### config.mk
export PLATFORM = sky130hd
export DESIGN_NAME = depth_pixel_to_point_backprojection
export DESIGN_NICKNAME = d
export VERILOG_FILES = /design/src/design/dpb_pkg.sv /design/src/design/dpb_front.sv /design/src/design/dpb_queue.sv /design/src/design/dpb_back.sv /design/src/design/depth_pixel_to_point_backprojection.sv
export SDC_FILE = /design/constraint.sdc
export NUM_CORES = 2
export LEC_CHECK = 0
export CAP_MARGIN = 20
export CORE_UTILIZATION = 50
export CTS_CLUSTER_SIZE = 20
export DETAILED_ROUTE_END_ITERATION = 12
export DONT_BUFFER_PORTS = 1
export PLACE_DENSITY = 0.76
export SLEW_MARGIN = 40
export SYNTH_ARGS = -nofsm -noshare
export SYNTH_HDL_FRONTEND = slang
export SYNTH_HIERARCHICAL = 1
export SYNTH_SLANG_ARGS = --single-unit
### constraint.sdc
create_clock -name clk -period 12 [get_ports clk]
set_clock_uncertainty 0.2 [all_clocks]
set_input_delay 1.8 -clock clk [delete_from_list [all_inputs] [get_ports clk]]
set_output_delay 1.8 -clock clk [all_outputs]
set_load 0.05 [all_outputs]
### src/design/dpb_pkg.sv
package dpb_pkg;

    localparam int SKIP_DEF      = 4;
    localparam int MAX_WIDTH_DEF = 4095;
    localparam int CNT_W         = 12;
    localparam int PH_W          = 4;
    localparam int NUM_W         = 34;
    localparam int QUO_W         = 17;

    typedef enum logic [2:0] {
        REG_IMAGE_WIDTH = 3'd0,
        REG_FOCAL_X     = 3'd1,
        REG_FOCAL_Y     = 3'd2,
        REG_CENTER_X    = 3'd3,
        REG_CENTER_Y    = 3'd4,
        REG_MIN_DEPTH   = 3'd5,
        REG_MAX_DEPTH   = 3'd6
    } reg_idx_t;

    typedef struct packed {
        logic [CNT_W-1:0] u;
        logic [CNT_W-1:0] v;
        logic [15:0]      depth;
        logic             valid;
        logic             last;
    } job_t;

    typedef enum logic [1:0] {
        ST_IDLE,
        ST_DIV,
        ST_OUT
    } back_state_t;

endpackage

### src/design/dpb_front.sv
module dpb_front
    import dpb_pkg::*;
#(
    parameter int SKIP      = SKIP_DEF,
    parameter int MAX_WIDTH = MAX_WIDTH_DEF
)
(
    input  logic        clk,
    input  logic        rst_n,
    input  logic        in_valid,
    output logic        in_ready,
    input  logic [15:0] pixel_depth,
    input  logic        frame_end,
    input  logic [11:0] image_width,
    input  logic [15:0] min_depth,
    input  logic [15:0] max_depth,
    output logic        job_valid,
    input  logic        job_ready,
    output job_t        job
);

    logic [CNT_W-1:0] col_reg, col_next;
    logic [CNT_W-1:0] row_reg, row_next;
    logic [PH_W-1:0]  cph_reg, cph_next;
    logic [PH_W-1:0]  rph_reg, rph_next;
    logic [CNT_W-1:0] width_eff;
    logic [CNT_W:0]   col_inc;
    logic             used;
    logic             in_range;
    logic             take;

    always_comb
    begin
        width_eff = image_width;
        if (image_width > CNT_W'(MAX_WIDTH))
            width_eff = CNT_W'(MAX_WIDTH);
        if (width_eff == '0)
            width_eff = CNT_W'(1);
    end

    // column and row phases count modulo SKIP alongside the counters
    assign used = (cph_reg == '0) && (rph_reg == '0);
    assign in_range = (pixel_depth != '0) && (pixel_depth >= min_depth)
                      && (pixel_depth <= max_depth);

    // pixels that give no result drain without waiting on the queue
    assign take = used && in_range || frame_end;
    assign in_ready = take ? job_ready : 1'b1;
    assign job_valid = in_valid && take;

    assign job.u = col_reg;
    assign job.v = row_reg;
    assign job.depth = pixel_depth;
    assign job.valid = used && in_range;
    assign job.last = frame_end;

    always_comb
    begin
        col_inc = {1'b0, col_reg} + (CNT_W+1)'(1);
        col_next = col_reg;
        row_next = row_reg;
        cph_next = cph_reg;
        rph_next = rph_reg;
        if (frame_end)
        begin
            col_next = '0;
            row_next = '0;
            cph_next = '0;
            rph_next = '0;
        end
        else if (col_inc >= {1'b0, width_eff})
        begin
            col_next = '0;
            row_next = row_reg + CNT_W'(1);
            cph_next = '0;
            if (row_reg == '1 || rph_reg == PH_W'(SKIP-1))
                rph_next = '0;
            else
                rph_next = rph_reg + PH_W'(1);
        end
        else
        begin
            col_next = col_inc[CNT_W-1:0];
            if (cph_reg == PH_W'(SKIP-1))
                cph_next = '0;
            else
                cph_next = cph_reg + PH_W'(1);
        end
    end

    always_ff @(posedge clk or negedge rst_n)
    begin
        if (!rst_n)
        begin
            col_reg <= '0;
            row_reg <= '0;
            cph_reg <= '0;
            rph_reg <= '0;
        end
        else if (in_valid && in_ready)
        begin
            col_reg <= col_next;
            row_reg <= row_next;
            cph_reg <= cph_next;
            rph_reg <= rph_next;
        end
    end

endmodule

### src/design/dpb_queue.sv
module dpb_queue
    import dpb_pkg::*;
(
    input  logic clk,
    input  logic rst_n,
    input  logic wr_valid,
    output logic wr_ready,
    input  job_t wr_data,
    output logic rd_valid,
    input  logic rd_ready,
    output job_t rd_data
);

    job_t       mem_reg [2];
    logic       wp_reg, rp_reg;
    logic [1:0] cnt_reg;

    assign wr_ready = cnt_reg != 2'd2;
    assign rd_valid = cnt_reg != 2'd0;
    assign rd_data  = mem_reg[rp_reg];

    always_ff @(posedge clk)
    begin
        if (wr_valid && wr_ready)
            mem_reg[wp_reg] <= wr_data;
    end

    always_ff @(posedge clk or negedge rst_n)
    begin
        if (!rst_n)
        begin
            wp_reg  <= 1'b0;
            rp_reg  <= 1'b0;
            cnt_reg <= 2'd0;
        end
        else
        begin
            if (wr_valid && wr_ready)
                wp_reg <= ~wp_reg;
            if (rd_valid && rd_ready)
                rp_reg <= ~rp_reg;
            cnt_reg <= cnt_reg + 2'(wr_valid && wr_ready) - 2'(rd_valid && rd_ready);
        end
    end

endmodule

### src/design/dpb_back.sv
module dpb_back
    import dpb_pkg::*;
(
    input  logic               clk,
    input  logic               rst_n,
    input  logic               job_valid,
    output logic               job_ready,
    input  job_t               job,
    input  logic [15:0]        focal_x_q4,
    input  logic [15:0]        focal_y_q4,
    input  logic [15:0]        center_x_q4,
    input  logic [15:0]        center_y_q4,
    output logic               out_valid,
    input  logic               out_ready,
    output logic signed [15:0] point_x_mm,
    output logic signed [15:0] point_y_mm,
    output logic [15:0]        point_z_mm,
    output logic               point_valid,
    output logic               frame_last
);

    back_state_t state_reg, state_next;

    // two restoring dividers, one quotient bit per cycle, x and y side by side
    logic [NUM_W-1:0] nx_reg, nx_next, ny_reg, ny_next;
    logic [16:0]      rx_reg, rx_next, ry_reg, ry_next;
    logic [QUO_W-1:0] qx_reg, qx_next, qy_reg, qy_next;
    logic             sx_reg, sx_next, sy_reg, sy_next;
    logic             nzx_reg, nzx_next, nzy_reg, nzy_next;
    logic [5:0]       step_reg, step_next;
    logic [15:0]      z_reg, z_next;
    logic             pv_reg, pv_next, last_reg, last_next;
    logic [15:0]      xo_reg, xo_next, yo_reg, yo_next;

    logic signed [17:0] dx, dy;
    logic signed [34:0] px, py;
    logic [16:0]        tx, ty;
    logic [17:0]        dfx, dfy;

    function automatic logic [15:0] fin(input logic [QUO_W-1:0] q, input logic neg,
                                        input logic fz, input logic nz);
        logic [15:0] r;
        r = '0;
        if (fz)
            r = !nz ? 16'h0000 : (neg ? 16'h8000 : 16'h7FFF);
        else if (neg)
            r = (q > QUO_W'(32768)) ? 16'h8000 : 16'(-q);
        else
            r = (q > QUO_W'(32767)) ? 16'h7FFF : q[15:0];
        return r;
    endfunction

    assign dx = $signed({2'b0, job.u, 4'b0}) - $signed({2'b0, center_x_q4});
    assign dy = $signed({2'b0, job.v, 4'b0}) - $signed({2'b0, center_y_q4});
    assign px = dx * $signed({1'b0, job.depth});
    assign py = dy * $signed({1'b0, job.depth});

    always_comb
    begin
        state_next = state_reg;
        nx_next = nx_reg; ny_next = ny_reg;
        rx_next = rx_reg; ry_next = ry_reg;
        qx_next = qx_reg; qy_next = qy_reg;
        sx_next = sx_reg; sy_next = sy_reg;
        nzx_next = nzx_reg; nzy_next = nzy_reg;
        step_next = step_reg;
        z_next = z_reg; pv_next = pv_reg; last_next = last_reg;
        xo_next = xo_reg; yo_next = yo_reg;
        job_ready = 1'b0;
        tx = {rx_reg[15:0], nx_reg[NUM_W-1]};
        ty = {ry_reg[15:0], ny_reg[NUM_W-1]};
        dfx = {1'b0, tx} - {2'b0, focal_x_q4};
        dfy = {1'b0, ty} - {2'b0, focal_y_q4};
        unique case (state_reg)
            ST_IDLE:
            begin
                job_ready = 1'b1;
                if (job_valid)
                begin
                    sx_next = px[34];
                    sy_next = py[34];
                    nzx_next = px != '0;
                    nzy_next = py != '0;
                    nx_next = px[34] ? NUM_W'(-px) : px[NUM_W-1:0];
                    ny_next = py[34] ? NUM_W'(-py) : py[NUM_W-1:0];
                    rx_next = '0; ry_next = '0;
                    qx_next = '0; qy_next = '0;
                    step_next = '0;
                    z_next = job.valid ? job.depth : 16'h0000;
                    pv_next = job.valid;
                    last_next = job.last;
                    xo_next = '0; yo_next = '0;
                    state_next = job.valid ? ST_DIV : ST_OUT;
                end
            end
            ST_DIV:
            begin
                nx_next = {nx_reg[NUM_W-2:0], 1'b0};
                ny_next = {ny_reg[NUM_W-2:0], 1'b0};
                qx_next = {qx_reg[QUO_W-2:0], ~dfx[17]};
                qy_next = {qy_reg[QUO_W-2:0], ~dfy[17]};
                rx_next = dfx[17] ? tx : dfx[16:0];
                ry_next = dfy[17] ? ty : dfy[16:0];
                // quotient saturates: keep a sticky overflow bit on top
                if (qx_reg[QUO_W-1]) qx_next[QUO_W-1] = 1'b1;
                if (qy_reg[QUO_W-1]) qy_next[QUO_W-1] = 1'b1;
                step_next = step_reg + 6'd1;
                if (step_reg == 6'(NUM_W-1))
                begin
                    xo_next = fin(qx_next, sx_reg, focal_x_q4 == '0, nzx_reg);
                    yo_next = fin(qy_next, sy_reg, focal_y_q4 == '0, nzy_reg);
                    state_next = ST_OUT;
                end
            end
            ST_OUT:
            begin
                if (out_ready)
                    state_next = ST_IDLE;
            end
            default:
            begin
                state_next = ST_IDLE;
            end
        endcase
    end

    always_ff @(posedge clk or negedge rst_n)
    begin
        if (!rst_n)
            state_reg <= ST_IDLE;
        else
            state_reg <= state_next;
    end

    always_ff @(posedge clk)
    begin
        nx_reg <= nx_next; ny_reg <= ny_next;
        rx_reg <= rx_next; ry_reg <= ry_next;
        qx_reg <= qx_next; qy_reg <= qy_next;
        sx_reg <= sx_next; sy_reg <= sy_next;
        nzx_reg <= nzx_next; nzy_reg <= nzy_next;
        step_reg <= step_next;
        z_reg <= z_next; pv_reg <= pv_next; last_reg <= last_next;
        xo_reg <= xo_next; yo_reg <= yo_next;
    end

    assign out_valid   = state_reg == ST_OUT;
    assign point_x_mm  = $signed(xo_reg);
    assign point_y_mm  = $signed(yo_reg);
    assign point_z_mm  = z_reg;
    assign point_valid = pv_reg;
    assign frame_last  = last_reg;

endmodule

### src/design/depth_pixel_to_point_backprojection.sv
// Depth pixels are taken one per cycle while the two-entry job queue has room; pixels
// that give no result and end no frame never enter the queue and are always taken at
// once. A used pixel in range passes the back end in order: a load, the shared-step
// restoring division that produces x and y together one quotient bit a cycle, and
// the beat, presented until it is taken; no new job is taken before then. A frame
// end with no point is loaded and presented with no division. The input stalls only
// when the queue is full of results waiting on the back end.
module depth_pixel_to_point_backprojection
    import dpb_pkg::*;
#(
    parameter int SKIP      = SKIP_DEF,
    parameter int MAX_WIDTH = MAX_WIDTH_DEF
)
(
    input  logic               clk,
    input  logic               rst_n,
    input  logic               cfg_we,
    input  logic [2:0]         cfg_index,
    input  logic [15:0]        cfg_data,
    input  logic               in_valid,
    output logic               in_ready,
    input  logic [15:0]        pixel_depth,
    input  logic               frame_end,
    output logic               out_valid,
    input  logic               out_ready,
    output logic signed [15:0] point_x_mm,
    output logic signed [15:0] point_y_mm,
    output logic [15:0]        point_z_mm,
    output logic               point_valid,
    output logic               frame_last
);

    logic [11:0] width_reg;
    logic [15:0] fx_reg, fy_reg, cx_reg, cy_reg, min_reg, max_reg;
    logic        fq_valid, fq_ready, bq_valid, bq_ready;
    job_t        fq_job, bq_job;

    always_ff @(posedge clk or negedge rst_n)
    begin
        if (!rst_n)
        begin
            width_reg <= 12'd640;
            fx_reg <= 16'd6160;
            fy_reg <= 16'd6160;
            cx_reg <= 16'd5120;
            cy_reg <= 16'd3840;
            min_reg <= 16'd100;
            max_reg <= 16'd3000;
        end
        else if (cfg_we)
        begin
            unique case (cfg_index)
                REG_IMAGE_WIDTH: width_reg <= cfg_data[11:0];
                REG_FOCAL_X:     fx_reg <= cfg_data;
                REG_FOCAL_Y:     fy_reg <= cfg_data;
                REG_CENTER_X:    cx_reg <= cfg_data;
                REG_CENTER_Y:    cy_reg <= cfg_data;
                REG_MIN_DEPTH:   min_reg <= cfg_data;
                REG_MAX_DEPTH:   max_reg <= cfg_data;
                default:         ;
            endcase
        end
    end

    dpb_front #(.SKIP(SKIP), .MAX_WIDTH(MAX_WIDTH)) u_front (
        .clk(clk), .rst_n(rst_n),
        .in_valid(in_valid), .in_ready(in_ready),
        .pixel_depth(pixel_depth), .frame_end(frame_end),
        .image_width(width_reg), .min_depth(min_reg), .max_depth(max_reg),
        .job_valid(fq_valid), .job_ready(fq_ready), .job(fq_job)
    );

    dpb_queue u_queue (
        .clk(clk), .rst_n(rst_n),
        .wr_valid(fq_valid), .wr_ready(fq_ready), .wr_data(fq_job),
        .rd_valid(bq_valid), .rd_ready(bq_ready), .rd_data(bq_job)
    );

    dpb_back u_back (
        .clk(clk), .rst_n(rst_n),
        .job_valid(bq_valid), .job_ready(bq_ready), .job(bq_job),
        .focal_x_q4(fx_reg), .focal_y_q4(fy_reg),
        .center_x_q4(cx_reg), .center_y_q4(cy_reg),
        .out_valid(out_valid), .out_ready(out_ready),
        .point_x_mm(point_x_mm), .point_y_mm(point_y_mm), .point_z_mm(point_z_mm),
        .point_valid(point_valid), .frame_last(frame_last)
    );

endmodule

==> qor.tcl <==
set qor(fin_setup_tns_ns) 0
set qor(grt_pass1_vias) 35100
set qor(clock_tree_from_tritoncts) {built}
set qor(number_of_buffers_inserted_during_clock_tree_synthesis) 48
set qor(timing.final.crit_period_ns) 11.04
set qor(timing.critical_path.arrival_ns) 11.13
set qor(critical_path_class) {register to register}
set qor(ratio_of_cells_with_drive_above_1_in_the_final_layout_pct) 7.88
set qor(number_of_sinks_driven_by_the_clock_tree) 424
set qor(synth_ff_type) {sky130_fd_sc_hd__edfxtp_1}
set qor(route.final.wire_length_mm) 113
set qor(coreArea_um2) 93300
set qor(clock_tree.htree_level_count) 2
set qor(drt-pass1-iter-count) 10
set qor(run_status) {finished clean}
set qor(grt-ovfl-total) 0
set qor(cts_repair_resize_count) 0
set qor(layout.cells.most_common_list) {sky130_fd_sc_hd__inv_1 (861), sky130_fd_sc_hd__fa_1 (560), sky130_fd_sc_hd__nand2_1 (544)}
set qor(worst-r2r-cell-count) 34
set qor(end_kind) {register}
set qor(io_buffer_count) 0
set qor(io-pin-count) 93
set qor(hold_viol) 0
set qor(report.final.slew_viol_count) 0
set qor(start_util_pct) 50.5
set qor(ys_ff_latch) 424
set qor(max_stage_delay_ns) 0.70
set qor(worst_tran_pin_value_ns) 0.869
set qor(grt_antenna_before_repair) 5
set qor(hold-worst-slack_ns) 0.302
set qor(area.growth.synth_to_final_pct) 5.61
set qor(cpMaxStageDelayCell) {sky130_fd_sc_hd__o21ai_0}
set qor(post_synth.cell_area_avg_um2) 9.48
set qor(largest_register_ffs) 84
set qor(cts-root-to-sink-buffers) 3
set qor(synth.cell_area_um2) 47200
set qor(ys_warn_count) 6
set qor(fmax_ghz) 0.0906
set qor(timing.critical_path.fanout_max) 32
set qor(worstReg2RegEnd) {u_back/nzy_reg$_DFFE_PP_}
set qor(min-delay-start) {min_reg[9]$_DFFE_PN0P_}
set qor(rsz0062_at_grt) {no}
set qor(seq_area_frac_synth_pct) 25.5
set qor(synthDistinctLibCells) 108
set qor(cts.repair_timing.setup_buffer_count) 0
set qor(design.die.area_um2) 95600
set qor(clock_latency_late_sink_ns) 0.63
set qor(nets) 5725
set qor(grt_use_total_pct) 24.1
set qor(routabilityCongestion) 0.904
set qor(ys_async_sr_fraction_pct) 34.4
set qor(slew-limit-headroom_pct) 41.5
set qor(average_vias_per_placed_instance) 5.68
set qor(max-cap-violations) 0
set qor(critPathRequiredTime_ns) 12.09
set qor(critical-path-top-cell-by-count) {sky130_fd_sc_hd__fa_1}
set qor(r2r_start) {u_queue/rp_reg$_DFFE_PN0P_}
set qor(rows) 112
set qor(synth_nets) 5867
set qor(commonest_non_fill_non_tap_cell_in_the_layout) {sky130_fd_sc_hd__inv_1}
set qor(route.vias.total) 34800
set qor(syn_inst) 4976
set qor(hold_path_end) {min_reg[9]$_DFFE_PN0P_}
set qor(critPathLaunchType) {register}
set qor(grt_pass1_wl_mm) 185
set qor(clkTransAtPathRegs_ns) 0.06
set qor(antenna_violating_nets_post_route) 0
set qor(min_delay_path_depth) 1
set qor(dp_hpwl_mm) 83.7
set qor(largest_net_degree_at_the_start_of_global_routing) 147
set qor(clk_root_buffer_cell) {sky130_fd_sc_hd__clkbuf_16}
set qor(synth_enable_flop_cells) 278
set qor(dr.first_iter.drc_count) 2877
set qor(final_count_of_negative_setup_slack_endpoints) 0
set qor(drt-wirelength-per-cell_um) 18.5
set qor(die_h_um) 309
set qor(ff_to_ff_setup_slack_ns) 0.96
set qor(drc) 0
set qor(die_x_um) 309
set qor(final.period_utilization_pct) 92.0
set qor(postCtsHoldBufs) 0
set qor(hold_class) {register to register}
-- worst max path at each step --
| stage | start | to | cells after the start |
|---|---|---|---|
| floorplan | u_queue/rp_reg$_DFFE_PN0P_ | u_back/nx_reg[23]$_DFFE_PP_ | 38 |
| global placement | u_queue/rp_reg$_DFFE_PN0P_ | u_back/nx_reg[14]$_DFFE_PP_ | 35 |
| detailed placement | u_queue/rp_reg$_DFFE_PN0P_ | u_back/nzy_reg$_DFFE_PP_ | 35 |
| CTS | u_queue/rp_reg$_DFFE_PN0P_ | u_back/nzy_reg$_DFFE_PP_ | 35 |
| global route | u_queue/rp_reg$_DFFE_PN0P_ | u_back/ny_reg[31]$_DFFE_PP_ | 34 |
| finish | u_queue/rp_reg$_DFFE_PN0P_ | u_back/nzy_reg$_DFFE_PP_ | 34 |
-- through the flow --
step                      utilization (%)  cell area [um2]  worst slack [ns]  cells
after floorplan                         -            47200              2.30   4976
after global placement               51.6            48100              1.30   6036
after detailed placement             51.7            48200             0.898   6037
after CTS                            53.3            49700             0.811   6126
after global routing                 53.4            49800             0.379   6127
final                                53.4            49800             0.960   6128
-- critical path, delay by kind of cell (launching register included) --
| kind | cells | cell delay [ns] |
|---|---|---|
| AO/OA/AOI/OAI | 11 | 3.40 |
| buffers and inverters | 6 | 0.75 |
| adder cells (fa/ha/maj) | 8 | 3.59 |
| AND/OR/NAND/NOR | 8 | 1.76 |
| flip-flops | 1 | 0.59 |
| multiplexers | 1 | 0.39 |
-- cell families (layout without fill, tap and decap cells) --
kind of cell             Yosys count  count (layout)  share of synthesized area (%)
buffers and inverters           1106            1003                           9.15
XOR/XNOR                         157             157                           2.92
flip-flops                       424             424                           25.5
multiplexers                     158             158                           4.01
other                              0               1                              0
adder cells (fa/ha/maj)          850             850                           31.5
AND/OR/NAND/NOR                 1562            1562                           17.0
AO/OA/AOI/OAI                    719             719                           9.95
-- cell usage after synthesis, types with 53 or more instances --
library cell / count / share of area, %
sky130_fd_sc_hd__nor2_1: 183 / 1.5
sky130_fd_sc_hd__nor3_1: 83 / 0.88
sky130_fd_sc_hd__ha_1: 290 / 7.7
sky130_fd_sc_hd__and2_1: 323 / 4.3
sky130_fd_sc_hd__nor2b_1: 53 / 0.70
sky130_fd_sc_hd__a21oi_1: 180 / 1.9
sky130_fd_sc_hd__xnor2_1: 112 / 2.1
sky130_fd_sc_hd__edfxtp_1: 278 / 18
sky130_fd_sc_hd__inv_1: 862 / 6.9
sky130_fd_sc_hd__mux2_2: 125 / 3.0
sky130_fd_sc_hd__fa_1: 560 / 24
sky130_fd_sc_hd__dfrtp_1: 122 / 6.5
sky130_fd_sc_hd__nand2_1: 544 / 4.3
sky130_fd_sc_hd__o21ai_0: 182 / 1.9
sky130_fd_sc_hd__clkbuf_1: 181 / 1.4
sky130_fd_sc_hd__nand3_1: 101 / 1.1
-- layer usage --
metal / vias up / share of wire, % / global-route usage (%)
met2: 1315 / 46 / 38.8
li1: 16000 / - / -
met3: 200 / 8.0 / 4.33
met1: 17300 / 43 / 33.8
met5: - / 0.030 / 0
met4: 4 / 2.3 / 5.76
-- cell type report --
class / count / area [um2]
fillers: 8195 / 43500
multi-input cells: 3446 / 31100
flip-flops and latches: 424 / 12000
inverters: 865 / 3250
well taps: 1254 / 1570
clock buffers: 68 / 1340
repair buffers: 49 / 384
clock inverters: 21 / 173
diodes: 1 / 2.50
Power is left out: the tool's default activity adds up to more than one toggle a clock period on the data nets, which glitch-free logic cannot reach.
